`src/rtl/gcl_pkg.sv`:
```
// Shared types, constants and the microcode program of the GCD/LCM unit.
package gcl_pkg;

    localparam int OPERAND_WIDTH = 32;
    localparam int W             = OPERAND_WIDTH;
    localparam int KW            = (W > 1) ? $clog2(W) : 1;
    localparam int STEP_W        = 4;

    typedef struct packed {
        logic [31:0] value_a;
        logic [31:0] value_b;
    } gcl_in_t;

    typedef struct packed {
        logic [31:0] gcd_value;
        logic [63:0] lcm_value;
    } gcl_out_t;

    // Datapath operations, one per control word.
    typedef enum logic [3:0] {
        OP_NOP,
        OP_LOAD,
        OP_EUC_INIT,
        OP_ALIGN,
        OP_SUB,
        OP_SWAP,
        OP_LCM_INIT,
        OP_MUL_INIT,
        OP_MUL_STEP,
        OP_ZERO,
        OP_EMIT
    } gcl_op_t;

    // Jump conditions; when false the step counter advances by one.
    typedef enum logic [2:0] {
        C_NEVER,
        C_ALWAYS,
        C_NO_START,
        C_Y_ZERO,
        C_AB_ZERO,
        C_ALIGN_MORE,
        C_K_NONZERO,
        C_MP_MORE
    } gcl_cond_t;

    typedef struct packed {
        gcl_op_t             op;
        gcl_cond_t           cond;
        logic [STEP_W-1:0]   target;
    } gcl_ctrl_t;

    typedef struct packed {
        logic y_zero;
        logic ab_zero;
        logic align_more;
        logic k_nonzero;
        logic mp_more;
    } gcl_status_t;

    // Program labels
    localparam logic [STEP_W-1:0] S_IDLE      = 4'd0;
    localparam logic [STEP_W-1:0] S_EUC_TEST  = 4'd1;
    localparam logic [STEP_W-1:0] S_EUC_INIT  = 4'd2;
    localparam logic [STEP_W-1:0] S_EUC_ALIGN = 4'd3;
    localparam logic [STEP_W-1:0] S_EUC_SUB   = 4'd4;
    localparam logic [STEP_W-1:0] S_EUC_SWAP  = 4'd5;
    localparam logic [STEP_W-1:0] S_LCM_TEST  = 4'd6;
    localparam logic [STEP_W-1:0] S_LCM_INIT  = 4'd7;
    localparam logic [STEP_W-1:0] S_LCM_ALIGN = 4'd8;
    localparam logic [STEP_W-1:0] S_LCM_SUB   = 4'd9;
    localparam logic [STEP_W-1:0] S_MUL_INIT  = 4'd10;
    localparam logic [STEP_W-1:0] S_MUL_STEP  = 4'd11;
    localparam logic [STEP_W-1:0] S_EMIT      = 4'd12;
    localparam logic [STEP_W-1:0] S_ZERO      = 4'd13;

    function automatic gcl_ctrl_t gcl_rom(input logic [STEP_W-1:0] step);
        gcl_ctrl_t w;
        w = '{op: OP_NOP, cond: C_ALWAYS, target: S_IDLE};
        unique case (step)
            S_IDLE:      w = '{op: OP_LOAD,     cond: C_NO_START,   target: S_IDLE};
            S_EUC_TEST:  w = '{op: OP_NOP,      cond: C_Y_ZERO,     target: S_LCM_TEST};
            S_EUC_INIT:  w = '{op: OP_EUC_INIT, cond: C_NEVER,      target: S_IDLE};
            S_EUC_ALIGN: w = '{op: OP_ALIGN,    cond: C_ALIGN_MORE, target: S_EUC_ALIGN};
            S_EUC_SUB:   w = '{op: OP_SUB,      cond: C_K_NONZERO,  target: S_EUC_SUB};
            S_EUC_SWAP:  w = '{op: OP_SWAP,     cond: C_ALWAYS,     target: S_EUC_TEST};
            S_LCM_TEST:  w = '{op: OP_NOP,      cond: C_AB_ZERO,    target: S_ZERO};
            S_LCM_INIT:  w = '{op: OP_LCM_INIT, cond: C_NEVER,      target: S_IDLE};
            S_LCM_ALIGN: w = '{op: OP_ALIGN,    cond: C_ALIGN_MORE, target: S_LCM_ALIGN};
            S_LCM_SUB:   w = '{op: OP_SUB,      cond: C_K_NONZERO,  target: S_LCM_SUB};
            S_MUL_INIT:  w = '{op: OP_MUL_INIT, cond: C_NEVER,      target: S_IDLE};
            S_MUL_STEP:  w = '{op: OP_MUL_STEP, cond: C_MP_MORE,    target: S_MUL_STEP};
            S_EMIT:      w = '{op: OP_EMIT,     cond: C_ALWAYS,     target: S_IDLE};
            S_ZERO:      w = '{op: OP_ZERO,     cond: C_ALWAYS,     target: S_EMIT};
            default:     w = '{op: OP_NOP,      cond: C_ALWAYS,     target: S_IDLE};
        endcase
        return w;
    endfunction

endpackage

```
`src/rtl/gcl_sequencer.sv`:
```
// Step counter, microcode table lookup and jump logic.
module gcl_sequencer
    import gcl_pkg::*;
(
    input  logic        clk,
    input  logic        rst_n,
    input  logic        start,
    input  gcl_status_t status,
    output gcl_op_t     op,
    output logic        busy
);

    logic [STEP_W-1:0] step_reg;
    logic [STEP_W-1:0] step_next;
    gcl_ctrl_t         word;
    logic              take_jump;

    always_comb
    begin
        word = gcl_rom(step_reg);
    end

    always_comb
    begin
        unique case (word.cond)
            C_NEVER:      take_jump = 1'b0;
            C_ALWAYS:     take_jump = 1'b1;
            C_NO_START:   take_jump = !start;
            C_Y_ZERO:     take_jump = status.y_zero;
            C_AB_ZERO:    take_jump = status.ab_zero;
            C_ALIGN_MORE: take_jump = status.align_more;
            C_K_NONZERO:  take_jump = status.k_nonzero;
            C_MP_MORE:    take_jump = status.mp_more;
            default:      take_jump = 1'b1;
        endcase
    end

    always_comb
    begin
        step_next = take_jump ? word.target : step_reg + 1'b1;
    end

    always_ff @(posedge clk or negedge rst_n)
    begin
        if (!rst_n)
        begin
            step_reg <= S_IDLE;
        end
        else
        begin
            step_reg <= step_next;
        end
    end

    assign op   = word.op;
    assign busy = (step_reg != S_IDLE);

endmodule

```
`src/rtl/gcl_datapath.sv`:
```
// Operand registers, shift-subtract divider, shift-add multiplier and result register.
module gcl_datapath
    import gcl_pkg::*;
(
    input  logic        clk,
    input  logic        rst_n,
    input  gcl_op_t     op,
    input  gcl_in_t     operands,
    output gcl_status_t status,
    output gcl_out_t    result,
    output logic        done
);

    logic [W-1:0]   x_reg, x_next;
    logic [W-1:0]   y_reg, y_next;
    logic [W-1:0]   a_reg, a_next;
    logic [W-1:0]   b_reg, b_next;
    logic [W-1:0]   r_reg, r_next;
    logic [W-1:0]   d_reg, d_next;
    logic [W-1:0]   q_reg, q_next;
    logic [KW-1:0]  k_reg, k_next;
    logic [2*W-1:0] mc_reg, mc_next;
    logic [W-1:0]   mp_reg, mp_next;
    logic [2*W-1:0] p_reg, p_next;
    gcl_out_t       result_reg, result_next;
    logic           done_reg, done_next;

    logic           align_more;
    logic           r_ge_d;

    // Divisor may still double without passing the running remainder.
    assign align_more = !d_reg[W-1] && ({d_reg, 1'b0} <= {1'b0, r_reg});
    assign r_ge_d     = (r_reg >= d_reg);

    assign status.y_zero     = (y_reg == '0);
    assign status.ab_zero    = (a_reg == '0) || (b_reg == '0);
    assign status.align_more = align_more;
    assign status.k_nonzero  = (k_reg != '0);
    assign status.mp_more    = (mp_reg[W-1:1] != '0);

    always_comb
    begin
        x_next      = x_reg;
        y_next      = y_reg;
        a_next      = a_reg;
        b_next      = b_reg;
        r_next      = r_reg;
        d_next      = d_reg;
        q_next      = q_reg;
        k_next      = k_reg;
        mc_next     = mc_reg;
        mp_next     = mp_reg;
        p_next      = p_reg;
        result_next = result_reg;
        done_next   = 1'b0;
        unique case (op)
            OP_NOP:
            begin
            end
            OP_LOAD:
            begin
                x_next = operands.value_a[W-1:0];
                y_next = operands.value_b[W-1:0];
                a_next = operands.value_a[W-1:0];
                b_next = operands.value_b[W-1:0];
            end
            OP_EUC_INIT:
            begin
                r_next = x_reg;
                d_next = y_reg;
                q_next = '0;
                k_next = '0;
            end
            OP_LCM_INIT:
            begin
                r_next = a_reg;
                d_next = x_reg;
                q_next = '0;
                k_next = '0;
            end
            OP_ALIGN:
            begin
                if (align_more)
                begin
                    d_next = {d_reg[W-2:0], 1'b0};
                    k_next = k_reg + 1'b1;
                end
            end
            OP_SUB:
            begin
                if (r_ge_d)
                begin
                    r_next = r_reg - d_reg;
                end
                q_next = {q_reg[W-2:0], r_ge_d};
                if (k_reg != '0)
                begin
                    d_next = {1'b0, d_reg[W-1:1]};
                    k_next = k_reg - 1'b1;
                end
            end
            OP_SWAP:
            begin
                x_next = y_reg;
                y_next = r_reg;
            end
            OP_MUL_INIT:
            begin
                mc_next = (2*W)'(q_reg);
                mp_next = b_reg;
                p_next  = '0;
            end
            OP_MUL_STEP:
            begin
                if (mp_reg[0])
                begin
                    p_next = p_reg + mc_reg;
                end
                mc_next = {mc_reg[2*W-2:0], 1'b0};
                mp_next = {1'b0, mp_reg[W-1:1]};
            end
            OP_ZERO:
            begin
                p_next = '0;
            end
            OP_EMIT:
            begin
                result_next.gcd_value = 32'(x_reg);
                result_next.lcm_value = 64'(p_reg);
                done_next             = 1'b1;
            end
            default:
            begin
            end
        endcase
    end

    always_ff @(posedge clk)
    begin
        x_reg      <= x_next;
        y_reg      <= y_next;
        a_reg      <= a_next;
        b_reg      <= b_next;
        r_reg      <= r_next;
        d_reg      <= d_next;
        q_reg      <= q_next;
        k_reg      <= k_next;
        mc_reg     <= mc_next;
        mp_reg     <= mp_next;
        p_reg      <= p_next;
        result_reg <= result_next;
    end

    always_ff @(posedge clk or negedge rst_n)
    begin
        if (!rst_n)
        begin
            done_reg <= 1'b0;
        end
        else
        begin
            done_reg <= done_next;
        end
    end

    assign result = result_reg;
    assign done   = done_reg;

endmodule

```
`src/rtl/gcd_lcm_unit.sv`:
```
// Each item runs Euclid steps by shift-subtract division, then divides a by the gcd and
// forms the lcm as a shift-add product of that quotient and b; a zero operand gives lcm 0.
// One item at a time: busy is high from acceptance until the result strobe.
// The result shows for one cycle on done; the receiver cannot stall it.
// rst_n clears the step counter and the strobe; the block then waits for start.
module gcd_lcm_unit
    import gcl_pkg::*;
(
    input  logic     clk,
    input  logic     rst_n,
    input  logic     start,
    input  gcl_in_t  operands,
    output logic     busy,
    output logic     done,
    output gcl_out_t result
);

    gcl_op_t     op;
    gcl_status_t status;

    gcl_sequencer u_seq (
        .clk    (clk),
        .rst_n  (rst_n),
        .start  (start),
        .status (status),
        .op     (op),
        .busy   (busy)
    );

    gcl_datapath u_dp (
        .clk      (clk),
        .rst_n    (rst_n),
        .op       (op),
        .operands (operands),
        .status   (status),
        .result   (result),
        .done     (done)
    );

endmodule

```
`config.mk`:
```
export PLATFORM = sky130hd
export DESIGN_NAME = gcd_lcm_unit
export DESIGN_NICKNAME = d
export VERILOG_FILES = /design/src/rtl/gcl_pkg.sv /design/src/rtl/gcl_sequencer.sv /design/src/rtl/gcl_datapath.sv /design/src/rtl/gcd_lcm_unit.sv
export SDC_FILE = /design/constraint.sdc
export NUM_CORES = 1
export LEC_CHECK = 0
export BUFFER_PORTS_ARGS = -buffer_cell sky130_fd_sc_hd__clkbuf_2
export CAP_MARGIN = 20
export CORE_MARGIN = 4
export CORE_UTILIZATION = 50
export DETAILED_ROUTE_END_ITERATION = 10
export PLACE_DENSITY = 0.77
export SYNTH_ARGS = -nofsm -noshare
export SYNTH_HDL_FRONTEND = slang
export SYNTH_SLANG_ARGS = --single-unit
```
`constraint.sdc`:
```
create_clock -name clk -period 9.49 [get_ports clk]
set_input_delay 0.949 -clock clk [delete_from_list [all_inputs] [get_ports clk]]
set_output_delay 0.949 -clock clk [all_outputs]
set_load 0.02 [all_outputs]
```
# Yosys cells after proc, flatten, opt, wreduce, memory -nomap -nowiden
# Memory sizes are Yosys's and may differ from the RTL's.
# Index checks and enable logic that the tools add are counted.
# totals
ff_bits	490
latch_bits	0
ram_bits	0
romBits	176
inputBits	67
out_inout_bits	98
elab_cells	86
mem_count	1
# op_classes
add_sub_neg	5
mul	0
div	0
n_lt_le_gt_ge	2
eq_ne	21
shift	0
muxes	18
bitwise	0
n_reduce_logical	24
# mem_list
name	words	width	read_ports	rd_ports_with_merged_regs	wr	line	rtl
(name not given)	16	11	1	0	0	gcl_pkg.sv:79	unique case (step)
# ops
cell	n
$pmux W32 S2	4
$pmux W64 S2	2
$pmux W32 S4	1
$logic_not A32 Y1	3
$mux W32	3
$pmux W32 S3	1
$add A64 B64 Y64	1
$mux W64	1
$le A33 B32 Y1	1
$ge A32 B32 Y1	1
$sub A32 B32 Y32	1
$reduce_bool A31 Y1	1
$eq A4 B3 Y1 const B	4
$pmux W5 S3	1
$eq A3 B3 Y1 const B	4
$eq A4 B4 Y1 const B	3
$mux W5	2
$eq A4 B2 Y1 const B	2
$pmux W1 S8	1
$reduce_bool A2 Y1	4
$reduce_bool A4 Y1	2
$eq A3 B2 Y1 const B	2
$ne A2 B1 Y1 const B	3
$reduce_and A3 Y1	2
other kinds (16)	20

# Depth between registers and ports, before layout
# Gate-level depths: netlist (run 1).
# An unclocked memory read counts as a cell.
# logic_depth
word_depth	5
depth_mapped	17
ltp_nobuf	14

# Cells and area by module
# A second synthesis (run 1) with hierarchy kept.
# unflattened
hier_cells	2042
hier_area_um2	25376.8
# by_module_without_submodules
mod	n_inst	cells_each	area_each_um2
gcl_datapath	1	1974	24766.3
gcl_sequencer	1	68	610.6

# Least setup slack after synthesis (run 1)
# OpenSTA, ideal clock, no wires.
# synth_timing
path_kind	reg2reg
from	register u_seq.step_reg[0]
to	register u_dp.mc_reg[0] (enable)
setup_time_ns	0.584
t_arrival_ns	6.198
slack_ns	2.708
path_stages_with_launch	8
synth_period_minus_slack_ns	6.782
cell_sequence	dfrtp_1 inv_1 ha_1 inv_1 o211a_1 a21oi_1 nand2b_1 o22ai_1
# synth_via
elab_chain_len	3
elab_cells_between_ends	4
cone_classes	eq/ne: 2; reduce/logical: 1; memory: 1
# synth_rtl
element	line	rtl
start: declaration	gcl_sequencer.sv:13	logic [STEP_W-1:0] step_reg;
start signal: assignment	gcl_sequencer.sv:51	step_reg <= step_next;
$mem_v2 Z16 W11 (*)	-	
$eq A4 B3 Y1 or $eq A4 B4 Y1 (tied branches)	gcl_datapath.sv:56	unique case (op)
$reduce_bool A2 Y1 (no source line) (*)	-	
end signal: assignment	gcl_datapath.sv:148	mc_reg <= mc_next;
end: declaration	gcl_datapath.sv:22	logic [2*W-1:0] mc_reg, mc_next;
# Every way passes the cells marked *; elsewhere a longest branch is shown, timed or not.
# A chain may end at the register's enable or synchronous reset.

# Final worst setup path (run 1)
# layout_timing
from	register u_seq.step_reg[3]
to	register u_dp.k_reg[4], data pin
# layout_via
elab_chain_len	4
elab_cells_between_ends	7
cone_classes	eq/ne: 4; mux: 1; reduce/logical: 1; memory: 1
# layout_rtl
element	line	rtl
$mem_v2 Z16 W11 (*)	-	
$eq A4 B2 Y1 or $eq A4 B3 Y1 (tied branches)	gcl_datapath.sv:56	
$reduce_or A2 Y1 (no source line)	-	
$pmux W5 S3 (*)	gcl_datapath.sv:56	
end signal: assignment	gcl_datapath.sv:147	k_reg <= k_next;
end: declaration	gcl_datapath.sv:21	logic [KW-1:0] k_reg, k_next;
# Marked as above.

==> results of run 1 <==
-- through the flow --
step / setup slack, ns / hold slack (ns) / util / std cells / instance area (µm²)
6_report: 4.581 / 0.1750 / 0.5726 / 2938 / 28730
5_1_grt: 4.331 / 0.1708 / 0.5726 / 2938 / 28730
4_1_cts: 4.671 / 0.1530 / 0.5700 / 2933 / 28600
3_3_place_gp: 4.864 / 0.4395 / 0.5368 / 2840 / 26930
2_1_floorplan: 2.708 / 0.4334 / - / 2074 / 25410
3_5_place_dp: 4.690 / 0.4441 / 0.5368 / 2840 / 26930
-- routing by layer --
layer | part of all wire | global-route usage | up-vias
li1 | - | - | 8172
met1 | 0.41 | 0.2941 | 8604
met2 | 0.49 | 0.3843 | 708
met3 | 0.067 | 0.02951 | 143
met4 | 0.038 | 0.08485 | 0
met5 | 0 | 0 | -
-- worst max-delay path by stage --
stage	to	slack, ns	cells after the start
CTS	u_dp.k_reg[4]	4.67	12
detailed placement	u_dp.k_reg[4]	4.69	12
global route	u_dp.k_reg[4]	4.33	12
floorplan	u_dp.mc_reg[0]	2.71	7
finish	u_dp.k_reg[4]	4.58	12
global placement	u_dp.k_reg[4]	4.86	12
-- final cells by class --
| class | instances | area (µm²) |
|---|---|---|
| Sequential cell | 490 | 14690 |
| Clock inverter | 30 | 322.8 |
| Tap cell | 672 | 840.8 |
| Clock buffer | 63 | 1343 |
| Timing Repair Buffer | 182 | 1049 |
| Inverter | 100 | 375.4 |
| Multi-Input combinational cell | 1401 | 10110 |
| Fill cell | 4065 | 21440 |
-- Yosys cell counts, types with 9 or more instances --
cell and n:
buf_2 9, nand3_1 61, o21ai_0 98, xor2_1 35, nor2_1 144, and2_1 72, nand2_1 104, edfxtp_1 485
a211oi_1 10, inv_1 99, mux2_2 127, a22oi_1 44, o31ai_1 9, o21bai_1 13, clkbuf_1 66, o211ai_1 34
o21a_1 20, nand2b_1 18, a21o_1 59, ha_1 134, nand4_1 31, nor4_1 38, xnor2_1 44, nor3_1 35
a31oi_1 15, mux2i_1 11, nor2b_1 15, a21oi_1 117, and3_1 14
-- kinds of logic after synthesis --
| logic type | after synthesis | synth area share |
|---|---|---|
| xor gates and xnor gates | 79 | 0.02723 |
| muxes | 138 | 0.06062 |
| adders and majority gates | 137 | 0.06835 |
| AOI/OAI and AO/OA | 490 | 0.1280 |
| DFF | 490 | 0.5782 |
| buffers and inverters | 183 | 0.02792 |
| and+or+nand+nor | 557 | 0.1097 |
==> reports/qor.yml, run 1 <==
final_layout:
  drive_above_1_share: 0.1884
  num_antenna_cells: 0
  nets: 2431
  area_delta_synth_final_pct: 13.07
  largest_reg_flops: 96
  final_cell_mix: "edfxtp_1, clkbuf_2, nor2_1"
  final_common_cell: "edfxtp_1"
cts:
  cts_buffers: 52
  htree_levels: 2
  clk_transition_reported_paths_ns: 0.06
  cts_hold_buf: 0
  postCtsSetupBuffers: 0
  clock_path_buffers: 3
  cts.sinks: 490
  cts_tree: "done"
  clk_latency_ns: 0.61
  cts_root_buf: "clkbuf_16"
  ctsResizeCount: 0
sta:
  skew_ns: 0.02403
  rsz0062_at_grt: "no"
  hold_violations: 0
  final.min_clock_period_ns: 4.909
  setup_violations: 0
  slew_violations: 0
  fin_crit_sh: 0.5173
  fmax_mhz: 203.7
  max_slew_margin: 0.2270
  tightest_slew_ns: 1.160
  setup_tns_ns: 0
critical_path:
  timing.reg2reg.setup_slack_ns: 4.58
  critical-path-top-delay-family: "buffers and inverters"
  critPathCaptureType: "register"
  r2r-end: "u_dp.k_reg[4]"
  crit_arrival_ns: 5.21
  crit_chain: "or2_2 > a21oi_1 > a21oi_2 > buf_4 > or3_1 > inv_2 > buf_4 > ha_1 > a21o_1 > a21oi_1 > xor2_1 > o21ai_0"
  cp_max_fo: 53
  worst_path_max_delay_cell: "or3_1"
  slowest_delay_ns: 0.90
  rr_startpoint: "u_seq.step_reg[3]"
  worst-path-buf-inv: 3
  crit_path_start: "u_seq.step_reg[3]"
  worstPathRequired_ns: 9.79
  path_class: "register to register"
  worst_r2r_path_depth: 12
  critPathLaunchType: "register"
synth:
  synth_top_area_cell: "edfxtp_1"
  ys_seq_area_frac: 0.5782
  async_reset_ff_frac: 0.01020
  synth_edf_count: 485
  synth-seq-cells: 490
  synthDistinctLibCells: 85
  syn-cell-area_um2: 25410
  synth_ff_type: "edfxtp_1"
  yosysWarnings: 0
  synth_nets: 2278
  netlist.area_leader.share: 0.5732
  synth.area.top_cells: "edfxtp_1, ha_1, mux2_2, a21oi_1, nor2_1"
  syn_area_per_cell_um2: 12.25
  syn_inst: 2074
drt:
  avgRoutedWirePerCell_um: 21.42
  first_pass_iters: 6
  drt_iter0_drc: 1565
  ant_nets: 0
  routed_wl_mm: 62.92
  drcViolationCount: 0
  dr_total_vias: 17630
  via_per_inst: 6.000
placed_design:
  place.gp.congestion: 0.9432
  dpl.hpwl_mm: 44.07
  portBuffers: 164
global_routing:
  grt_pass1_vias: 17580
  grt_pass1_wl_mm: 97.17
  grt_max_degree: 97
  gr-total-overflow: 0
  grt_util_all_layers: 0.2249
  antenna_found_initial: 0
floorplanning:
  dieHeight_um: 233.4
  coreArea_um2: 50170
  rows: 82
  io_pins: 165
  die_area_um2: 54480
  start_util: 0.5064
  die_w_um: 233.4
flow_run:
  drv_cap: 0
min_path:
  holdCritPathClass: "input port to asynchronous set/reset pin"
outcome:
  outcome: "completed"
Power of run 1 is not shown: default switching activity piles up to over one toggle a cycle in this logic, so the estimate is an artifact.
==> run 2: changes to the inputs <==
==> constraint.sdc (replaced) <==
create_clock -name clk -period 4.8 [get_ports clk]
set_input_delay 0.48 -clock clk [delete_from_list [all_inputs] [get_ports clk]]
set_output_delay 0.48 -clock clk [all_outputs]
set_load 0.02 [all_outputs]
==> run 2 against run 1 <==
Compared with the run above:
- clock-buffer cell count is 6 lower
- register-to-register slack lost 3.8 ns
- sequential cell count unchanged
- critical path depth increased by 1
- first-iteration DRC count is 8.9% lower
- core utilization increased by 0.12 points
- largest cell class unchanged
==> reports/qor.yml, run 2 (synthesized netlist as in run 1, its figures left out) <==
outcome:
  outcome: "completed"
global_routing:
  antenna_found_initial: 2
  grt_max_degree: 97
  grt_util_all_layers: 0.2252
  grt_pass1_vias: 17540
  gr-total-overflow: 0
  grt_pass1_wl_mm: 96.81
final_layout:
  final.fill_count: 4020
  drive_above_1_share: 0.1944
  final_cell_mix: "edfxtp_1, clkbuf_2, nor2_1"
  area_delta_synth_final_pct: 13.31
  largest_reg_flops: 96
  final_common_cell: "edfxtp_1"
  nets: 2438
  num_antenna_cells: 0
sta:
  final.min_clock_period_ns: 3.979
  hold_violations: 0
  fin_crit_sh: 0.8289
  max_slew_margin: 0.3185
  setup_violations: 0
  fmax_mhz: 251.3
  slew_violations: 0
  rsz0062_at_grt: "no"
  tightest_slew_ns: 0.9965
  setup_tns_ns: 0
  skew_ns: 0.01823
cts:
  postCtsSetupBuffers: 0
  clock_path_buffers: 3
  cts_tree: "done"
  cts_root_buf: "clkbuf_16"
  clk_transition_reported_paths_ns: 0.06
  cts.sinks: 490
  cts_buffers: 52
  htree_levels: 2
  ctsResizeCount: 0
  cts_hold_buf: 1
  clk_latency_ns: 0.59
drt:
  ant_nets: 0
  first_pass_iters: 6
  routed_wl_mm: 62.47
  drt_iter0_drc: 1425
  avgRoutedWirePerCell_um: 21.21
  drcViolationCount: 0
  via_per_inst: 5.997
  dr_total_vias: 17670
floorplanning:
  start_util: 0.5064
  coreArea_um2: 50170
  dieHeight_um: 233.4
  rows: 82
  die_w_um: 233.4
  io_pins: 165
  die_area_um2: 54480
critical_path:
  cp.depth: 13
  crit_chain: "ha_1 > inv_1 > fa_1 > nor2b_1 > o31ai_1 > a21oi_1 > and3_2 > o21ai_0 > nand2_1 > o21ai_0 > a2111oi_0 > o21a_1 > nor3_1"
  path_class: "register to register"
  cp_max_fo: 4
  critical-path-top-delay-family: "compound AO/OA/AOI/OAI gates"
  worstPathRequired_ns: 5.11
  crit_arrival_ns: 4.28
  crit_path_frequent_cell: "o21ai_0"
  r2r-end: "u_dp.p_reg[62]"
  worst-path-buf-inv: 1
  timing.reg2reg.setup_slack_ns: 0.82
  critPathLaunchType: "register"
  critPathCaptureType: "register"
  worst_path_max_delay_cell: "a2111oi_0"
  worst_r2r_path_depth: 13
  slowest_delay_ns: 0.93
  rr_startpoint: "u_dp.mc_reg[0]"
min_path:
  holdCritPathClass: "input port to register"
  min_from: "operands[43]"
  hold_path_depth: 1
  hold_end: "u_dp.a_reg[11]"
placed_design:
  place.gp.congestion: 0.9806
  dpl.hpwl_mm: 45.06
  portBuffers: 164
flow_run:
  drv_cap: 0
-- run 2: cell count changes in the layout (fill, tap and decap cells not counted) --
cell           change
buf_12             +5
buf_16             -3
buf_4              +4
bufinv_16          -2
clkbuf_1           -7
clkbuf_16          +1
clkinv_1           -1
clkinv_2           +1
clkinv_8           -1
clkinvlp_4         +7
dlygate4sd3_1      +1
inv_6              +3
-- run 2: layer usage --
metal | GRT usage | share of wire
met5 | 0 | 0.00018
met3 | 0.03720 | 0.074
met2 | 0.3854 | 0.49
met1 | 0.2884 | 0.40
met4 | 0.08633 | 0.035
-- run 2: through the flow --
| stage | hold WS (ns) | cells | area [µm²] | setup WS (ns) | util |
|---|---|---|---|---|---|
| after floorplan | 0.1844 | 2074 | 25420 | 0.09349 | - |
| after global placement | 0.3461 | 2848 | 27040 | 1.069 | 0.5390 |
| after detailed placement | 0.3480 | 2850 | 27080 | 0.8822 | 0.5398 |
| after CTS | 0.04726 | 2945 | 28760 | 0.8843 | 0.5733 |
| after global routing | 0.06217 | 2946 | 28790 | 0.6027 | 0.5738 |
| final | 0.07699 | 2946 | 28790 | 0.8211 | 0.5738 |
-- run 2: area by class of cell --
cell class              count  area, µm²  area share
inverters                 100      375.4     0.01304
clock buffers              57       1341     0.04659
repair buffers            189       1106     0.03842
clock inverters            37      326.6     0.01134
multi-input cells        1401      10110      0.3512
well taps                 672      840.8     0.02921
flip-flops and latches    490      14690      0.5102
-- run 2: worst max-delay path by stage --
| stage | startpoint | to | slack (ns) |
|---|---|---|---|
| 6_report | u_dp.mc_reg[0] | u_dp.p_reg[62] | 0.82 |
| 5_1_grt | u_seq.step_reg[0] | u_dp.k_reg[3] | 0.60 |
| 4_1_cts | u_seq.step_reg[0] | u_dp.k_reg[3] | 0.88 |
| 3_5_place_dp | u_seq.step_reg[0] | u_dp.k_reg[3] | 0.88 |
| 3_3_place_gp | u_seq.step_reg[0] | u_dp.k_reg[3] | 1.07 |
| 2_1_floorplan | u_seq.step_reg[0] | u_dp.d_reg[0] | 0.09 |
Power of run 2 is left out for the same reason.
